<file path="src/sv/assert_macros.svh">
// Assertion helpers used by the top-level RTL file.
`ifndef ASSERT_MACROS_SVH
`define ASSERT_MACROS_SVH

// Same-cycle implication, off while reset is high.
`define ASSERT_IMPLIES(label, clk, rst, ante, cons) \
  label: assert property (@(posedge clk) disable iff (rst) (ante) |-> (cons)) \
    else $error("assertion failed");

// Next-cycle implication, off while reset is high.
`define ASSERT_NEXT(label, clk, rst, ante, cons) \
  label: assert property (@(posedge clk) disable iff (rst) (ante) |=> (cons)) \
    else $error("assertion failed");

`endif

</file>
<file path="src/sv/tcw_pkg.sv">
// ----------------------------------------------------------------------------
// tcw_pkg
// Shared widths, codes, constants and controller/datapath types of the
// text console writer.
// ----------------------------------------------------------------------------
package tcw_pkg;

  localparam int COLUMNS_DEF = 80;
  localparam int ROWS_DEF    = 25;

  localparam int TYPE_W = 3;
  localparam int CHAR_W = 8;
  localparam int COL_W  = 7;
  localparam int ROW_W  = 5;
  localparam int NIB_W  = 4;
  localparam int POS_W  = 11;

  // request codes
  localparam logic [TYPE_W-1:0] REQ_PUT_CHAR  = 3'd0;
  localparam logic [TYPE_W-1:0] REQ_READ_CELL = 3'd1;
  localparam logic [TYPE_W-1:0] REQ_CLEAR     = 3'd2;
  localparam logic [TYPE_W-1:0] REQ_SET_COLOR = 3'd3;
  localparam logic [TYPE_W-1:0] REQ_MOVE      = 3'd4;

  localparam logic [CHAR_W-1:0] CH_NEWLINE   = 8'h0A;
  localparam logic [CHAR_W-1:0] CH_RETURN    = 8'h0D;
  localparam logic [CHAR_W-1:0] CH_BACKSPACE = 8'h08;
  localparam logic [CHAR_W-1:0] GLYPH_SPACE  = 8'h20;

  localparam logic [CHAR_W-1:0] ATTR_RESET = 8'h80;
  localparam logic [CHAR_W-1:0] ATTR_CLEAR = 8'h0F;

  typedef struct packed {
    logic load_req;
    logic put_char;
    logic rd_cell;
    logic set_attr;
    logic move_cursor;
    logic clear_start;
    logic rd_scroll;
    logic wr_scroll;
    logic wr_fill;
    logic fill_blank;
    logic idx_clr;
    logic idx_inc;
    logic idx_set_bot;
    logic load_out;
  } cmd_t;

  typedef struct packed {
    logic [TYPE_W-1:0] req_type;
    logic              scroll_needed;
    logic              idx_last;
    logic              idx_scr_last;
    logic              out_free;
  } stat_t;

endpackage

</file>
<file path="src/sv/tcw_ctrl.sv">
// ----------------------------------------------------------------------------
// tcw_ctrl
// Sequencer: reset clearing pass, request decode, scroll copy, screen clear
// and result hand-off.
// ----------------------------------------------------------------------------
module tcw_ctrl (
  input  logic           clk,
  input  logic           rst,
  input  logic           in_valid,
  output logic           in_ready,
  input  tcw_pkg::stat_t stat,
  output tcw_pkg::cmd_t  cmd
);

  localparam logic [2:0] S_INIT     = 3'd0;
  localparam logic [2:0] S_IDLE     = 3'd1;
  localparam logic [2:0] S_EXEC     = 3'd2;
  localparam logic [2:0] S_SCR_RD   = 3'd3;
  localparam logic [2:0] S_SCR_WR   = 3'd4;
  localparam logic [2:0] S_FILL_BOT = 3'd5;
  localparam logic [2:0] S_CLEAR    = 3'd6;
  localparam logic [2:0] S_RESP     = 3'd7;

  logic [2:0] state;
  logic [2:0] state_next;

  always_ff @(posedge clk) begin
    if (rst) begin
      state <= S_INIT;
    end else begin
      state <= state_next;
    end
  end

  always_comb begin
    state_next = state;
    cmd        = '0;
    in_ready   = 1'b0;
    case (state)
      S_INIT: begin
        cmd.wr_fill = 1'b1;
        if (stat.idx_last) begin
          cmd.idx_clr = 1'b1;
          state_next  = S_IDLE;
        end else begin
          cmd.idx_inc = 1'b1;
        end
      end
      S_IDLE: begin
        in_ready = 1'b1;
        if (in_valid) begin
          cmd.load_req = 1'b1;
          state_next   = S_EXEC;
        end
      end
      S_EXEC: begin
        cmd.idx_clr = 1'b1;
        state_next  = S_RESP;
        case (stat.req_type)
          tcw_pkg::REQ_PUT_CHAR: begin
            cmd.put_char = 1'b1;
            if (stat.scroll_needed) begin
              state_next = S_SCR_RD;
            end
          end
          tcw_pkg::REQ_READ_CELL: cmd.rd_cell = 1'b1;
          tcw_pkg::REQ_CLEAR: begin
            cmd.clear_start = 1'b1;
            state_next      = S_CLEAR;
          end
          tcw_pkg::REQ_SET_COLOR: cmd.set_attr = 1'b1;
          tcw_pkg::REQ_MOVE:      cmd.move_cursor = 1'b1;
          default: ;
        endcase
      end
      S_SCR_RD: begin
        cmd.rd_scroll = 1'b1;
        state_next    = S_SCR_WR;
      end
      S_SCR_WR: begin
        cmd.wr_scroll = 1'b1;
        if (stat.idx_scr_last) begin
          cmd.idx_set_bot = 1'b1;
          state_next      = S_FILL_BOT;
        end else begin
          cmd.idx_inc = 1'b1;
          state_next  = S_SCR_RD;
        end
      end
      S_FILL_BOT: begin
        cmd.wr_fill = 1'b1;
        if (stat.idx_last) begin
          cmd.idx_clr = 1'b1;
          state_next  = S_RESP;
        end else begin
          cmd.idx_inc = 1'b1;
        end
      end
      S_CLEAR: begin
        cmd.wr_fill    = 1'b1;
        cmd.fill_blank = 1'b1;
        if (stat.idx_last) begin
          cmd.idx_clr = 1'b1;
          state_next  = S_RESP;
        end else begin
          cmd.idx_inc = 1'b1;
        end
      end
      S_RESP: begin
        // hold until the output register is free
        if (stat.out_free) begin
          cmd.load_out = 1'b1;
          state_next   = S_IDLE;
        end
      end
      default: state_next = S_INIT;
    endcase
  end

endmodule

</file>
<file path="config.mk">
export PLATFORM = sky130hd
export DESIGN_NAME = tcw_ctrl
export DESIGN_NICKNAME = d
export VERILOG_FILES = /design/src/sv/assert_macros.svh /design/src/sv/tcw_pkg.sv /design/src/sv/tcw_ctrl.sv
export SDC_FILE = /design/constraint.sdc
export NUM_CORES = 1
export LEC_CHECK = 0
export BUFFER_PORTS_ARGS = -buffer_cell sky130_fd_sc_hd__buf_2
export CORE_AREA = 8 8 45 47
export DETAILED_ROUTE_END_ITERATION = 8
export DIE_AREA = 0 0 53 55
export GPL_ROUTABILITY_DRIVEN = 0
export SLEW_MARGIN = 20
export SYNTH_ARGS = -nofsm -noshare
export SYNTH_HDL_FRONTEND = slang
export SYNTH_SLANG_ARGS = --single-unit
</file>
<file path="constraint.sdc">
create_clock -name clk -period 2.6 [get_ports clk]
set_clock_uncertainty 0.05 [all_clocks]
set_input_delay 0.52 -clock clk [delete_from_list [all_inputs] [get_ports clk]]
set_output_delay 0.52 -clock clk [all_outputs]
set_load 0.02 [all_outputs]
</file>
Word level (Yosys, flattened, before mapping)
Index checks and enable logic that the tools add are counted.
{ "word_totals": {"wordCells": 51, "in_bits": 10, "out_inout_bits": 15, "register_bits": 3} }
{ "op_classes": {"n_eq_ne": 15, "muxes": 30, "n_reduce_logical": 5} }
{ "ops": {"columns": ["operator", "n"], "rows": [
  ["3-bit one-hot mux with 7 select lines", 1],
  ["1-bit two-way mux", 19],
  ["3-bit two-way mux", 6],
  ["3-bit equality test, second input constant", 5],
  ["3-bit by 2-bit equality test with 1-bit output, second input constant", 4],
  ["3-bit by 1-bit equality test with 1-bit output, second input constant", 2],
  ["3-bit zero test", 2],
  ["2-bit inequality test, second input constant", 3],
  ["3-bit one-hot mux with 2 select lines", 1],
  ["5-bit two-way mux", 1],
  ["1-bit one-hot mux with 2 select lines", 2],
  ["4-bit AND reduction", 1],
  ["3-bit OR reduction", 1],
  ["2-bit by 1-bit inequality test with 1-bit output, second input constant", 1],
  ["2-bit OR reduction", 1]
]} }

Depth between registers and ports, before layout
{ "depth": {"ltp_word": 4, "depth_mapped": 5, "depth_no_buf": 4} }

Worst setup path after synthesis
OpenSTA, ideal clock, no wires.
{ "synth_path": {"kind": "reg2out", "from": "reg state[1]", "to": "out cmd[13] (netlist bit)", "arrival_ps": 1294, "slack_ps": 736, "n_path_buf": 1, "stages_incl_launch_ff": 5, "required_ps": 2030, "cell_sequence": "dfxtp_1 buf_6 or2b_1 nor2_1 and2_1"} }
{ "synth_lines": {"columns": ["element", "line_no", "source"], "rows": [
  ["from (decl)", "tcw_ctrl.sv:24", "logic [2:0] state;"],
  ["from (signal assigned)", "tcw_ctrl.sv:31", "state <= state_next;"],
  ["to (decl)", "tcw_ctrl.sv:12", "output tcw_pkg::cmd_t cmd"]
]} }

==> results.txt <==
outcome - complete, no violations
die height - 55 um
WP data required - 2030 ps
FILL cells - 164
peak supply drop - 430 uV
CP Class - reg -> out
Avg Cell Area, Syn - 6.30 um^2
DP HPWL - 897 um
Ports - 25
Synth Area in Simple Gates - 45.0%
number of gates resized after CTS - 0
PD cells - 1210 mW/mm^2
first-pass GRT wire length - 1790 um
diode count - 0
Tcrit/Tclk final - 84.1%
cells taking the most area after synthesis - dfxtp_1 16%, nor2_1 13%, nand2_1 7.8%, a21oi_1 6.5%, buf_6 5.9%
initial antenna violation count - 0
Critical Path Start Type - register
Worst EP arrival - 1620 ps
final hold viol count - 0
GRT overflow - 0
Buffers & Inverters on Critical Path - 1
final setup violation count - 0
synth warn - 0
critical-path cell list - nand2b_1 -> nand2b_1 -> nor3b_1 -> buf_2
Pre-Repair DR Iteration Count - 4
Synth top area share - 15.6%
Cell Area, Synth - 384 um^2
vias - 499
Top Family by Delay on Critical Path - simple AND/OR/NAND/NOR gates
number of CTS-inserted buffers - 3
area of the core - 0.00138 mm^2
main flop type after synthesis - dfxtp_1
WL/cell - 11.1 um
largest family of logic cells by synthesized area - simple AND/OR/NAND/NOR gates
max_slew headroom - 68.1%
syn nets - 71
Synth Area in XOR/XNOR - 2.28%
htree depth - 1
Antenna Nets Post-Route - 0
final instance area - 523 um^2
Initial Utilization - 27.8%
setup bufs post-CTS - 0
Max stage delay cell, worst path - dfxtp_1
post-synthesis compound-gate area fraction - 18.9%
Pins Over Slew Limit - 0
CTS Root Cell - clkbuf_4
Clock Path Buffers - 2
top cell type by total area after synthesis - dfxtp_1
Power, Total - 630 uW
Slew @ Worst Pin - 478 ps
max reg flops - 3
standard-cell rows - 14
max-cap viol count - 0
Reg with most FFs - state
vias per cell - 4.89
most frequent CP cell - nand2b_1
ys async rst share - 0%
mux cell area share after synthesis - 8.14%
largest registers - state: 3 flops
CTS sink cnt - 3
Total GRT Usage - 8.02%
synth cell count leaders - 13 x nor2_1, 8 x nand2_1, 5 x a21oi_1
IO buf count - 24
clk_lat worst skew - 230 ps
hold buffers post-CTS - 0
FMAX - 0.457 GHz
pin count of the biggest net entering global routing - 16
Placement Cell Area - 497 um^2
Post-synth EDFFs - 0
crit path capture type - primary output
initial DRC count - 9
RSZ-0062 raised after global routing - no
flops & latches, synth - 3
DRC - 0
WL final - 1130 um
CTS tree - yes
P&R area growth vs syn - 36.2%
top-count cell post-synth - nor2_1
vias in the first global route - 439
Die Width - 53 um
Worst-path clk slew - 40 ps
setup TNS - 0 ps
die area - 0.00292 mm^2
Hold Crit Class - in -> reg
slowest stage delay, CP - 590 ps
Final nets - 97
register area share after synthesis - 15.6%
synth unique cells - 24
Synth Instances - 61
Final min period - 2190 ps
CP max FO - 13
LEAKAGE - 0.000269 uW
fraction of layout cells with a size suffix above 1 - 32.6%
Hold WS - 453 ps
Adder-Cell Fraction of Synth Area - 0%
-- worst reg2reg max path, delay by kind of cell (launching register included) --
family	cells	cell delay, ps
muxes	1	290
AOI/OAI and AO/OA	2	490
and+or+nand+nor	1	60
DFF	1	610
-- layout by cell type, fill, tap and decap left out, drive strengths merged, types with 2 or more instances in the layout --
master / count
buf: 24
dfxtp: 3
nor3: 4
inv: 3
nor2: 13
nand3: 2
nand2: 8
nand2b: 2
mux2i: 2
and2: 2
and3: 2
clkbuf: 4
o21ai: 2
a21oi: 5
-- area by class of cell --
class	instances	area (um^2)	share of cell area, %
clock buffers	4	26.3	5.02
inverters	3	11.3	2.15
multi-input cells	52	285	54.5
flip-flops and latches	3	60.1	11.5
well taps	16	20.0	3.83
repair buffers	24	120	23.0
-- report_power, final --
group          switching, uW  total, uW  internal (uW)  leakage [uW]
combinational            231        399            167      0.000229
sequential              83.0        152           69.5     0.0000248
clock                   21.9       79.2           57.4     0.0000150
total                    336        630            294      0.000269
-- through the flow --
step	instances	setup WS (ps)	utilization, %
after CTS	102	404	37.8
after global placement	98	688	35.9
final	102	413	37.8
after floorplan	61	736	-
after detailed placement	98	663	35.9
after global routing	102	273	37.8
-- cells by family after synthesis --
kind of cell              count (synthesis)
xor gates and xnor gates                  1
AOI/OAI and AO/OA                        12
and+or+nand+nor                          36
buffers and inverters                     6
DFF                                       3
muxes                                     3
-- path summary, 6_finish.rpt --
kind,startpoint,endpoint,slack [ps],depth (start not counted)
setup / recovery,state[1]$_SDFFE_PP0P_,cmd[8],410,4
hold / removal,rst,state[0]$_SDFFE_PP0P_,450,2
setup reg to reg,state[0]$_SDFFE_PP0P_,state[2]$_SDFFE_PP0P_,1040,4
hold reg to reg,state[2]$_SDFFE_PP0P_,state[1]$_SDFFE_PP0P_,680,2
-- per-layer routing --
metal	share of wire (%)	up-vias	GRT usage, %	wire length, um
li1	-	259	-	-
met1	40	227	7.87	449
met2	50	13	14.1	560
met3	11	0	2.94	120
met4	0	0	5.17	0
met5	0	-	0	0
Note: power is estimated with default switching activity, not from simulation.
